`src/rtl/mse_pkg.sv`:
```
`default_nettype none
package mse_pkg;

  localparam int CORDIC_STEPS = 30;
  localparam int CW = 33;
  localparam logic signed [CW-1:0] CORDIC_START = 33'sd652032874;
  localparam logic [15:0] RADIUS_RESET = 16'd4096;

  typedef logic signed [CW-1:0] cval_t;

  typedef struct packed {
    cval_t ux;
    cval_t uy;
    cval_t uz;
    cval_t hx;
    cval_t hy;
    cval_t hz;
    logic uflip;
    logic hflip;
    logic signed [15:0] v;
  } cord_t;

  function automatic cval_t atan_turn(input int i);
    cval_t r;
    r = '0;
    case (i)
      0: r = 33'sd536870912;
      1: r = 33'sd316933406;
      2: r = 33'sd167458907;
      3: r = 33'sd85004756;
      4: r = 33'sd42667331;
      5: r = 33'sd21354465;
      6: r = 33'sd10679838;
      7: r = 33'sd5340245;
      8: r = 33'sd2670163;
      9: r = 33'sd1335087;
      10: r = 33'sd667544;
      11: r = 33'sd333772;
      12: r = 33'sd166886;
      13: r = 33'sd83443;
      14: r = 33'sd41721;
      15: r = 33'sd20860;
      16: r = 33'sd10430;
      17: r = 33'sd5215;
      18: r = 33'sd2607;
      19: r = 33'sd1303;
      20: r = 33'sd651;
      21: r = 33'sd325;
      22: r = 33'sd162;
      23: r = 33'sd81;
      24: r = 33'sd40;
      25: r = 33'sd20;
      26: r = 33'sd10;
      27: r = 33'sd5;
      28: r = 33'sd2;
      29: r = 33'sd1;
      default: r = '0;
    endcase
    return r;
  endfunction

  // fold second and third quadrant onto the right half plane
  function automatic logic phase_flip(input logic [31:0] p);
    return p[31] ^ p[30];
  endfunction

  function automatic cval_t phase_resid(input logic [31:0] p);
    logic [31:0] q;
    q = p ^ {phase_flip(p), 31'b0};
    return cval_t'(signed'({q[31], q}));
  endfunction

endpackage
`default_nettype wire

```
`src/rtl/mse_cordic_stage.sv`:
```
`default_nettype none
module mse_cordic_stage #(
  parameter int STEP = 0
) (
  input  wire logic           clk,
  input  wire logic           rst,
  input  wire logic           en,
  input  wire logic           valid_in,
  input  wire mse_pkg::cord_t d_in,
  output logic                valid_out,
  output mse_pkg::cord_t      d_out
);
  import mse_pkg::*;

  cord_t d_next;
  cval_t at;

  always_comb begin
    at = atan_turn(STEP);
    d_next = d_in;
    if (!d_in.uz[CW-1]) begin
      d_next.ux = d_in.ux - (d_in.uy >>> STEP);
      d_next.uy = d_in.uy + (d_in.ux >>> STEP);
      d_next.uz = d_in.uz - at;
    end else begin
      d_next.ux = d_in.ux + (d_in.uy >>> STEP);
      d_next.uy = d_in.uy - (d_in.ux >>> STEP);
      d_next.uz = d_in.uz + at;
    end
    if (!d_in.hz[CW-1]) begin
      d_next.hx = d_in.hx - (d_in.hy >>> STEP);
      d_next.hy = d_in.hy + (d_in.hx >>> STEP);
      d_next.hz = d_in.hz - at;
    end else begin
      d_next.hx = d_in.hx + (d_in.hy >>> STEP);
      d_next.hy = d_in.hy - (d_in.hx >>> STEP);
      d_next.hz = d_in.hz + at;
    end
  end

  always_ff @(posedge clk) begin
    if (rst) begin
      valid_out <= 1'b0;
    end else if (en) begin
      valid_out <= valid_in;
    end
  end

  always_ff @(posedge clk) begin
    if (en) begin
      d_out <= d_next;
    end
  end
endmodule
`default_nettype wire

```
`config.mk`:
```
export PLATFORM = sky130hd
export DESIGN_NAME = mse_cordic_stage
export DESIGN_NICKNAME = d
export VERILOG_FILES = /design/src/rtl/mse_pkg.sv /design/src/rtl/mse_cordic_stage.sv
export SDC_FILE = /design/constraint.sdc
export NUM_CORES = 1
export LEC_CHECK = 0
export ABC_AREA = 1
export BUFFER_PORTS_ARGS = -buffer_cell sky130_fd_sc_hd__buf_2
export CAP_MARGIN = 20
export CORE_ASPECT_RATIO = 2
export CORE_UTILIZATION = 55
export CTS_CLUSTER_SIZE = 28
export DETAILED_ROUTE_END_ITERATION = 6
export PLACE_DENSITY = 0.8
export SLEW_MARGIN = 20
export SYNTH_ARGS = -nofsm -noshare
export SYNTH_HDL_FRONTEND = slang
export SYNTH_SLANG_ARGS = --single-unit
```
`constraint.sdc`:
```
create_clock -name clk -period 4.45 [get_ports clk]
set_input_delay 0.6675 -clock clk [delete_from_list [all_inputs] [get_ports clk]]
set_output_delay 0.6675 -clock clk [all_outputs]
set_load 0.02 [all_outputs]
```
==> results of run 1 <==
kinds of logic after synthesis:
family,count (synthesis),share of synthesized area
xor+xnor,50,0.0199
flops,215,0.292
fa+ha+maj,204,0.118
buf+inv,786,0.142
simple gates,1914,0.357
mux,1,0.000454
compound gates,282,0.0700
cell usage after synthesis, types with 9 or more instances:
master / n
nand3_1: 317
nand2_1: 1292
edfxtp_1: 214
nor3_1: 12
o21ai_0: 70
buf_4: 24
xor2_1: 50
a21oi_1: 148
inv_2: 9
buf_2: 36
nand2_2: 22
nor2_1: 205
nor2_2: 17
o21bai_1: 22
inv_1: 687
clkbuf_1: 22
nand4_1: 31
ha_1: 196
o21a_1: 12
through the flow:
stage                     utilization  setup slack [ps]  area (sq um)  hold WS (ps)
after detailed placement        0.621              1390         24500           486
after floorplan                     -              2150         22000           579
after CTS                       0.637              1920         25100           276
after global placement          0.621              1420         24500           474
layer usage:
metal | track usage | overflow
met3 | 0.151 | 0
met4 | 0.525 | 5
met5 | 0 | 0
met2 | 0.784 | 1
met1 | 0.406 | 0
==> reports/metrics.csv, run 1 <==
stage;metric;value;unit
status;status;did not finish;
status;halt point of the flow;global routing;
status;Tool Error;[ERROR GRT-0116] Global routing finished with congestion. Check the congestion regions in the DRC Viewer.;
synth;main area contributors after synthesis;edfxtp_1, nand2_1, inv_1;
clock_network;CTS Hold Buffers Added;0;
die;initial core utilization;0.559;
synth;area of the mapped netlist;22000;sq um
synth;ys flop type;edfxtp_1;
synth;syn_nets;3876;
clock_network;cts repair resizes;0;
synth;Ys Warns;0;
grt;vias in the first global route;24900;
synth;async set or reset register ratio after synthesis;0;
synth;Mean Syn Cell Area;6.39;sq um
clock_network;clock sink count;215;
clock_network;deepest clock path buffer count;3;
clock_network;H-tree levels;1;
grt;remaining global-route overflow;6;
placement;buffers added on ports;436;
synth;Yosys top cell by area;edfxtp_1;
die;Site Rows;103;
clock_network;Root Driver;clkbuf_16;
grt;largest net degree at the start of global routing;97;
placement;routability cong.;1.07;
synth;sequential area share after synthesis;0.292;
die;die height;285;um
clock_network;TritonCTS Buffers;21;
placement;Post-Place Cells;4335;
grt;gr usage total;0.467;
clock_network;post-CTS setup buffer count;0;
synth;Post-Syn Instances;3452;
grt;first-pass GRT wire length;140;mm
synth;number of flops mapped to enable cells by yosys;214;
placement;DP HPWL;72.5;mm
synth;Synth cell types;37;
die;die span in x;144;um
synth;top cell type's share of synthesized area;0.291;
synth;Yosys reg bits;215;
die;I/O pin count;437;
==> inputs of run 2 (changes only) <==
CORE_ASPECT_RATIO = not set   (was 2)
CORE_UTILIZATION = 40   (was 55)
CTS_CLUSTER_SIZE = not set   (was 28)
PLACE_DENSITY = not set   (was 0.8)
PLACE_DENSITY_LB_ADDON = 0.15   (was not set)
==> reports/metrics.csv, run 2 <==
stage;metric;value;unit;change
status;status;complete, no violations;;
route;Iter 0 DRT Violations;1914;;
placement;routability cong.;1.01;;-5.3%
synth;most common cell in the netlist;nand2_1;;
sta;skew final;0;ps;
synth;syn_nets;3876;;unchanged
setup_path;Startpoint Class;input port;;
synth;Yosys top cell by area;edfxtp_1;;
setup_path;Crit Path Class;input port to register;;
power;Max rail drop VDD;263;uV;
clock_network;cts repair resizes;0;;unchanged
worst_hold_path;Hold Crit Class;input port to register;;
cells_and_area;most frequent cells in the layout;nand2_1, inv_1, buf_2;;
sta;post-route minimum period;2450;ps;
grt;largest net degree at the start of global routing;76;;
synth;ys flop type;edfxtp_1;;
worst_hold_path;Hold Crit Endpoint;valid_out;;
synth;area of the mapped netlist;22000;sq um;unchanged
sta;fmax;0.409;GHz;
clock_network;clk_lat worst skew;580;ps;
route;drt first pass iters;6;;
sta;final setup fails;0;;
die;core area;54100;sq um;
setup_path;Crit path required time;4780;ps;
synth;Post-Syn Instances;3452;;unchanged
die;die span in x;237;um;+65%
clock_network;H-tree levels;1;;unchanged
clock_network;deepest clock path buffer count;3;;unchanged
grt;vias in the first global route;21000;;
setup_path;Worst path most repeated cell;nand2_1;;
worst_hold_path;Hold Startpoint;rst;;
placement;DP HPWL;67.9;mm;-6.3%
cells_and_area;Largest regs;d_out: 214 flops, valid_out: 1 flops;;
clock_network;clock transition at the registers of the reported paths;60;ps;
die;I/O pin count;437;;unchanged
job;max cap viols;0;;
setup_path;reg-to-reg slack, setup;3870;ps;
setup_path;critical path arrival;2770;ps;
synth;async set or reset register ratio after synthesis;0;;unchanged
synth;Post-synth top cells;nand2_1, inv_1, nand3_1;;
synth;Ys Warns;0;;unchanged
setup_path;Register-to-Register Path Depth;2;;
grt;remaining global-route overflow;0;;
clock_network;TritonCTS clock tree;yes;;
setup_path;r2r startpoint;valid_out;;
setup_path;slowest CP cell;ha_1;;
power;static leakage;0.0145;uW;
synth;sequential area share after synthesis;0.292;;unchanged
grt;M2 GR Usage;0.440;;
grt;first-pass GRT wire length;122;mm;
cells_and_area;commonest non-fill, non-tap cell in the layout;nand2_1;;
route;mean routed wirelength per cell;17.7;um;
sta;final worst path period share;0.550;;
placement;worst slack, placed;1520;ps;+126 ps
synth;number of flops mapped to enable cells by yosys;214;;unchanged
power;PD cells;311;nW/um^2;
route;Vias;22700;;
clock_network;Root Driver;clkbuf_16;;
cells_and_area;nets;4262;;
sta;Final Worst Setup Slack;2000;ps;
cells_and_area;design area;25700;sq um;
setup_path;endpoint class of the critical path;register;;
route;Routed WL;80.5;mm;
cells_and_area;share of cells above drive strength 1;0.144;;
sta;Max Slew Vio Count;0;;
setup_path;sequence of cells on the critical path;buf_2 > inv_1 > ha_1 > nand2_1 > nor2_1 > nand2_1 > nor2_1 > nand2_1 > nand2_1 > nand2_1 > nand3_1 > nand2_1;;
route;Residual DRC;0;;
power;Final Total Pwr;7970;uW;
sta;setup tns final;0;ps;
setup_path;Critical Path Max Stage Delay;540;ps;
route;Post-DRT Antenna Nets;0;;
setup_path;CP Max Fanout;11;;
synth;Yosys reg bits;215;;unchanged
sta;slew margin rel.;0.277;;
die;die height;237;um;-17%
synth;top cell type's share of synthesized area;0.291;;unchanged
sta;Hold Vio Cnt, Final;0;;
clock_network;post-CTS setup buffer count;0;;unchanged
synth;main area contributors after synthesis;edfxtp_1, nand2_1, inv_1;;
placement;placed inst area;24700;sq um;+0.86%
grt;initial antenna violation count;15;;
clock_network;clock sink count;215;;unchanged
placement;buffers added on ports;436;;unchanged
clock_network;CTS Hold Buffers Added;0;;unchanged
cells_and_area;Core Util, Final;0.474;;
synth;Mean Syn Cell Area;6.39;sq um;unchanged
setup_path;reg2reg end;valid_out;;
die;initial core utilization;0.407;;-0.152
synth;Synth cell types;37;;unchanged
clock_network;TritonCTS Buffers;28;;+33%
grt;GR Util met1;0.401;;
worst_hold_path;Worst Hold Depth;2;;
die;Site Rows;85;;-17%
grt;gr busiest metal;met2;;
cells_and_area;max reg flops;214;;
grt;gr usage total;0.282;;
die;die area;56100;sq um;
sta;RSZ-0062 raised after global routing;false;;
cells_and_area;Area growth syn-to-layout;16.4;%;
sta;worst slew pin tran;1080;ps;
grt;GRT met3 Usage;0.0529;;
cells_and_area;Biggest register;d_out;;
route;Via density;4.99;;
## run 2: cell counts after synthesis
Identical to the previous run, type by type.
## run 2: cell type report
cell class	instances	area (sq um)
diodes	3	7.51
clock inverters	17	224
repair buffers	444	2280
clock buffers	33	741
flip-flops and latches	215	6450
inverters	698	2620
multi-input cells	2451	12500
fillers	5767	28500
well taps	696	871
## run 2: kinds of logic after synthesis
group | Yosys count | synth area share
fa+ha+maj | 204 | 0.118
simple gates | 1914 | 0.357
mux | 1 | 0.000454
compound gates | 282 | 0.0700
buf+inv | 786 | 0.142
flops | 215 | 0.292
xor+xnor | 50 | 0.0199
## run 2: per-layer routing
layer / part of all wire / vias up / routed length (um)
met3: 0.082 / 122 / 6610
met2: 0.43 / 897 / 34400
met1: 0.47 / 10300 / 37600
met4: 0.022 / 10 / 1800
li1: - / 11500 / -
met5: 0.00081 / - / 65
## run 2: worst max-delay path, delay by kind of cell
family	cells	cell delay, ps
adders and majority gates	1	540
buffers and inverters	2	140
and+or+nand+nor	9	1420
## run 2: how the worst max path moves through the flow
stage               startpoint          to
floorplan            d_in[150]  d_out[182]
global placement      d_in[57]  d_out[109]
detailed placement    d_in[57]   d_out[74]
CTS                   d_in[57]   d_out[74]
global route         d_in[156]  d_out[206]
finish                d_in[69]   d_out[78]
## run 2: per-stage QoR
stage / instances / hold WS, ps
global placement: 4504 / 473
CTS: 4554 / 209
floorplan: 3452 / 579
finish: 4557 / 234
detailed placement: 4504 / 483
global route: 4556 / 210
## run 2: power by group
group          internal, uW  switching, uW
combinational           862           2050
sequential             2540            109
clock                  1430            980
total                  4840           3130
No activity file was read; power rests on OpenSTA's default activity.
